## src/bba_pkg.sv

```systemverilog
// Shared constants, types and helper functions of the buddy block allocator.
package bba_pkg;

  localparam int MAXO  = 12;              // largest block order
  localparam int IDXW  = MAXO + 1;        // heap index width
  localparam int BSW   = 5;               // bit-select width inside a map word
  localparam int WBITS = 1 << BSW;        // map word width
  localparam int WAW   = IDXW - BSW;      // map word address width
  localparam int NWORDS = 1 << WAW;       // map words
  localparam int CHW   = WAW - BSW;       // chunk index width of the non-empty mask
  localparam int KW    = 4;               // order width
  localparam int OFFW  = 12;              // offset width
  localparam int SZW   = 13;              // size width

  typedef logic [KW-1:0]   ord_t;
  typedef logic [IDXW-1:0] idx_t;
  typedef logic [WAW-1:0]  waddr_t;
  typedef logic [CHW-1:0]  chunk_t;
  typedef logic [WBITS-1:0] word_t;

  localparam logic [1:0] ST_OK     = 2'd0;
  localparam logic [1:0] ST_NOFREE = 2'd1;
  localparam logic [1:0] ST_BAD    = 2'd2;

  localparam logic REQ_ALLOC = 1'b0;
  localparam logic REQ_FREE  = 1'b1;

  typedef enum logic [3:0] {
    OP_NONE, OP_INIT, OP_LOAD, OP_SCAN, OP_PICK,
    OP_SPLIT_RD, OP_SPLIT_WR, OP_FREE_RD, OP_FREE_WR, OP_OUT
  } dp_op_t;

  typedef struct packed {
    dp_op_t     op;
    logic       st_ld;
    logic [1:0] st;
  } cmd_t;

  typedef struct packed {
    logic bad;
    logic is_free;
    logic hit;
    logic last_chunk;
    logic k_at_pool;
    logic k_at_need;
    logic found;
    logic merge;
  } flags_t;

  // Heap index of the first block of order k.
  function automatic idx_t order_base(input ord_t k);
    idx_t r;
    r = '0;
    if (k <= ord_t'(MAXO)) r = idx_t'(1) << (ord_t'(MAXO) - k);
    return r;
  endfunction

  // Heap index of the last block of order k.
  function automatic idx_t order_top(input ord_t k);
    logic [IDXW:0] t;
    t = {1'b0, order_base(k)};
    t = (t << 1) - 1'b1;
    return t[IDXW-1:0];
  endfunction

  function automatic chunk_t first_chunk(input ord_t k);
    idx_t b;
    b = order_base(k);
    return b[IDXW-1 -: CHW];
  endfunction

  function automatic chunk_t last_chunk(input ord_t k);
    idx_t t;
    t = order_top(k);
    return t[IDXW-1 -: CHW];
  endfunction

  // Order of the smallest power of two not below size; zero counts as one.
  function automatic ord_t round_order(input logic [SZW-1:0] size);
    logic [SZW-1:0] v;
    ord_t n;
    v = size - 1'b1;
    n = '0;
    if (size > SZW'(1)) begin
      for (int i = 0; i < SZW; i++) begin
        if (v[i]) n = ord_t'(i + 1);
      end
    end
    return n;
  endfunction

  // Position of the lowest set bit of a word.
  function automatic logic [BSW-1:0] lowest_bit(input word_t w);
    logic [BSW-1:0] p;
    p = '0;
    for (int i = WBITS - 1; i >= 0; i--) begin
      if (w[i]) p = BSW'(i);
    end
    return p;
  endfunction

endpackage

```

## src/bba_ctrl.sv

```systemverilog
// Controller state machine of the buddy block allocator.
module bba_ctrl (
  input  logic           clk,
  input  logic           rst_n,
  input  logic           cfg_wr,
  input  logic           in_tvalid,
  output logic           in_tready,
  output logic           out_tvalid,
  input  logic           out_tready,
  input  bba_pkg::flags_t flags,
  output bba_pkg::cmd_t  cmd
);
  import bba_pkg::*;

  typedef enum logic [9:0] {
    S_INIT     = 10'b0000000001,
    S_IDLE     = 10'b0000000010,
    S_CHECK    = 10'b0000000100,
    S_SCAN     = 10'b0000001000,
    S_PICK     = 10'b0000010000,
    S_SPLIT_RD = 10'b0000100000,
    S_SPLIT_WR = 10'b0001000000,
    S_FREE_RD  = 10'b0010000000,
    S_FREE_WR  = 10'b0100000000,
    S_DONE     = 10'b1000000000
  } state_t;

  state_t state_r, state_nxt;
  logic   out_valid_r, out_valid_nxt;

  assign in_tready  = (state_r == S_IDLE) && !cfg_wr;
  assign out_tvalid = out_valid_r;

  always_comb begin
    state_nxt     = state_r;
    out_valid_nxt = out_valid_r && !out_tready;
    cmd           = '{op: OP_NONE, st_ld: 1'b0, st: ST_OK};
    unique case (state_r)
      S_INIT: begin
        cmd.op    = OP_INIT;
        state_nxt = S_IDLE;
      end
      S_IDLE: begin
        if (cfg_wr) begin
          state_nxt = S_INIT;
        end else if (in_tvalid) begin
          cmd.op    = OP_LOAD;
          state_nxt = S_CHECK;
        end
      end
      S_CHECK: begin
        if (flags.bad) begin
          cmd.st_ld = 1'b1;
          cmd.st    = ST_BAD;
          state_nxt = S_DONE;
        end else if (flags.is_free) begin
          state_nxt = S_FREE_RD;
        end else begin
          state_nxt = S_SCAN;
        end
      end
      S_SCAN: begin
        cmd.op = OP_SCAN;
        if (flags.hit) begin
          state_nxt = S_PICK;
        end else if (flags.last_chunk && flags.k_at_pool) begin
          cmd.st_ld = 1'b1;
          cmd.st    = ST_NOFREE;
          state_nxt = S_DONE;
        end
      end
      S_PICK: begin
        cmd.op = OP_PICK;
        if (flags.found) begin
          if (flags.k_at_need) begin
            cmd.st_ld = 1'b1;
            cmd.st    = ST_OK;
            state_nxt = S_DONE;
          end else begin
            state_nxt = S_SPLIT_RD;
          end
        end else if (flags.k_at_pool) begin
          cmd.st_ld = 1'b1;
          cmd.st    = ST_NOFREE;
          state_nxt = S_DONE;
        end else begin
          state_nxt = S_SCAN;
        end
      end
      S_SPLIT_RD: begin
        cmd.op    = OP_SPLIT_RD;
        state_nxt = S_SPLIT_WR;
      end
      S_SPLIT_WR: begin
        cmd.op = OP_SPLIT_WR;
        if (flags.k_at_need) begin
          cmd.st_ld = 1'b1;
          cmd.st    = ST_OK;
          state_nxt = S_DONE;
        end else begin
          state_nxt = S_SPLIT_RD;
        end
      end
      S_FREE_RD: begin
        cmd.op    = OP_FREE_RD;
        state_nxt = S_FREE_WR;
      end
      S_FREE_WR: begin
        cmd.op = OP_FREE_WR;
        if (!flags.merge) begin
          cmd.st_ld = 1'b1;
          cmd.st    = ST_OK;
          state_nxt = S_DONE;
        end else begin
          state_nxt = S_FREE_RD;
        end
      end
      S_DONE: begin
        if (!out_valid_r || out_tready) begin
          cmd.op        = OP_OUT;
          out_valid_nxt = 1'b1;
          state_nxt     = S_IDLE;
        end
      end
      default: state_nxt = S_INIT;
    endcase
  end

  always_ff @(posedge clk) begin
    if (!rst_n) begin
      state_r     <= S_INIT;
      out_valid_r <= 1'b0;
    end else begin
      state_r     <= state_nxt;
      out_valid_r <= out_valid_nxt;
    end
  end

endmodule

```

## config.mk

```make
export PLATFORM = sky130hd
export DESIGN_NAME = bba_ctrl
export DESIGN_NICKNAME = d
export VERILOG_FILES = /design/src/bba_pkg.sv /design/src/bba_ctrl.sv
export SDC_FILE = /design/constraint.sdc
export NUM_CORES = 1
export LEC_CHECK = 0
export ABC_AREA = 1
export BUFFER_PORTS_ARGS = -buffer_cell sky130_fd_sc_hd__buf_2
export CAP_MARGIN = 20
export CORE_ASPECT_RATIO = 1.1
export CORE_MARGIN = 5
export CORE_UTILIZATION = 35
export CTS_BUF_LIST = sky130_fd_sc_hd__clkbuf_4 sky130_fd_sc_hd__clkbuf_8
export CTS_CLUSTER_SIZE = 8
export DETAILED_ROUTE_END_ITERATION = 8
export GPL_TIMING_DRIVEN = 0
export PLACE_DENSITY = 0.59
export SLEW_MARGIN = 20
export SYNTH_ARGS = -nofsm -noshare
export SYNTH_HDL_FRONTEND = slang
export SYNTH_SLANG_ARGS = --single-unit
```

## constraint.sdc

```tcl
create_clock -name clk -period 3.2 [get_ports clk]
set_input_delay 0.16 -clock clk [delete_from_list [all_inputs] [get_ports clk]]
set_output_delay 0.16 -clock clk [all_outputs]
set_load 0.05 [all_outputs]
```

==> flow_metrics.tcl <==
set metrics [dict create \
    antenna_found_initial 0 \
    place_area_um2 1071 \
    synth_edf_count 0 \
    dr.pass1.iters 4 \
    start_kind "flip-flop" \
    syn-num-nets 162 \
    die_area_um2 3779 \
    yosysWarnings 0 \
    synth.most_common_cell "nand2_1" \
    maxCapViolations 0 \
    worst_pin_slew_ns 0.3508 \
    fin_crit_ns 2.019 \
    place_congestion 0.8879 \
    ys_seq_area_share_pct 23.75 \
    setup_viol 0 \
    min_period_over_period_pct 63.09 \
    cp_data_arrival_time_ns 1.86 \
    core_um2 2520 \
    fin_ws_ns 1.181 \
    grt_pass1_wl_mm 4.043 \
    max_stage_delay_ns 0.35 \
    synthCells 149 \
    fin_setup_tns_ns 0 \
    syn_area_per_cell_um2 6.222 \
    hpwl_mm 1.922 \
    area_growth_pct 18.49 \
    dieHeight_um 63.98 \
    io_pins 22 \
    clock_latency_ns 0.29 \
    power_uw 373.4 \
    synth_cell_types 21 \
    synth_top_area_share_pct 23.75 \
    fin_skew_ns 0.009461 \
    dr_total_vias 991 \
    ant_nets 0 \
    floorplan.rows 19 \
    fp.dieW_um 59.07 \
    ys.flop_type "dfxtp_1" \
    via_per_inst 4.834 \
    h-tree-depth 1 \
    r2r_slack_ns 1.70 \
    cts_tree "yes" \
    drcViolationCount 0 \
    dp_cells 201 \
    crit_path_max_fanout 5 \
    hold_depth 2 \
    outcome "finished clean" \
    drt_iter0_markers 31 \
    synth_top_cells_by_count "nand2_1, inv_1, nor2_1" \
    hold_class "input port to flip-flop" \
    rsz0062_at_grt "false" \
    power_density_nw_per_um2 339.9 \
    vdd_drop_max_v 0.0001834 \
    synth_area_um2 927.1 \
    critical-path-slowest-cell "dfxtp_1" \
    drive_gt1_share_pct 31.61 \
    cts_inserted_buffers 3 \
    wl_mm 2.373 \
    hold_viol_final 0 \
    cts_resized 0 \
    post_drt_wl_per_cell_um 11.58 \
    root_buffer "clkbuf_4" \
    yosysTopAreaCell "dfxtp_1" \
    grt_pass1_vias 978 \
    place_ws_ns 1.494 \
    async_flop_share_pct 0 \
    clkTransAtPathRegs_ns 0.09 \
    nNetsFinal 188 \
    path_cells "nor2_2 -> nand2_1 -> nor2_4 -> nand2_1 -> nor3_1 -> nor2_1 -> o2111ai_1 -> buf_2" \
    synth_seq_cells 11 \
    required_ns 3.04 \
    critical_path_class "flip-flop to primary output" \
    grt.overflow.total 0 \
    grt_start_max_net_pins 9 \
    p_leak_nw 0.5887 \
    fin_cells 205 \
    drv_slew 0 \
    crit_top_cell "nand2_1" \
    max_freq_mhz 495.3 \
    postCtsHoldBufs 0 \
    crit_path_end_kind "primary output" \
    port_buffers 21 \
    cts.path.max_buffers 2 \
    start_util_pct 36.79 \
    final_area_um2 1099 \
    grt_usage_pct 13.58 \
    relSlewSlack_pct 76.42 \
    cts.sinks 11 \
    rr_worst_depth 10 \
    synth_area_leaders "dfxtp_1, nand2_1, inv_1, nor2_4, nand3_1" \
    n_antenna_cell 0 \
    cts_setup_buffers 0 \
]
layout make-up:
class | instances | area (um2)
fillers | 290 | 1421
repair buffers | 21 | 105.1
clock inverters | 1 | 5.005
multi-input cells | 108 | 594.3
clock buffers | 3 | 22.52
flip-flops and latches | 11 | 220.2
inverters | 30 | 112.6
well taps | 31 | 38.79
cells by family (layout without fill, tap and decap cells):
kind of cell	Yosys count	count (layout)	synth area share [%]
flip-flops	11	11	23.75
AND/OR/NAND/NOR	99	99	58.16
AO/OA/AOI/OAI	9	9	5.938
buffers and inverters	30	55	12.15
registers in the layout, summed over array words and instances, names as in the netlist:
signal	cells
out_tvalid	1
state_r	10
cell usage in the layout, fill, tap and decap left out, drive strengths merged:
master   instances
a211oi           1
a21oi            3
buf             21
clkbuf           3
clkinv           1
dfxtp           11
inv             30
nand2           38
nand3           16
nand3b           1
nand4            5
nor2            33
nor3             4
nor4             2
o2111ai          2
o21ai            3
routing by layer:
| metal | global-route usage [%] | vias up | part of all wire, % |
|---|---|---|---|
| met5 | 0 | - | 0 |
| met4 | 6.232 | 0 | 2.7 |
| met3 | 2.012 | 7 | 4.0 |
| met2 | 22.79 | 30 | 50 |
| met1 | 16.77 | 436 | 43 |
| li1 | - | 518 | - |
stage by stage:
step / hold slack, ns / util [%]
final: 0.05722 / 43.59
after global routing: 0.07134 / 43.59
after detailed placement: 0.3637 / 42.50
after floorplan: 0.2287 / -
after global placement: 0.3643 / 42.50
after CTS: 0.06063 / 43.59
power breakdown:
group	switching [mW]	leakage [nW]	internal, mW
Combinational	0.0829	0.482	0.0383
Clock	0.0570	0.0177	0.0465
Sequential	0.00573	0.0892	0.143
final timing paths:
check                             endpoint  startpoint
worst max-delay path                cmd[2]  state_r[1]
worst min-delay path            state_r[5]    flags[2]
worst max register to register  state_r[0]  state_r[1]
worst min register to register  out_tvalid  out_tvalid
worst max-delay path, delay by kind of cell (launching register included):
kind / cells / cell delay, ns
buffers and inverters: 1 / 0.29
DFF: 1 / 0.35
and+or+nand+nor: 6 / 0.87
AOI/OAI and AO/OA: 1 / 0.07
Note: power is estimated with default switching activity, not from simulation.
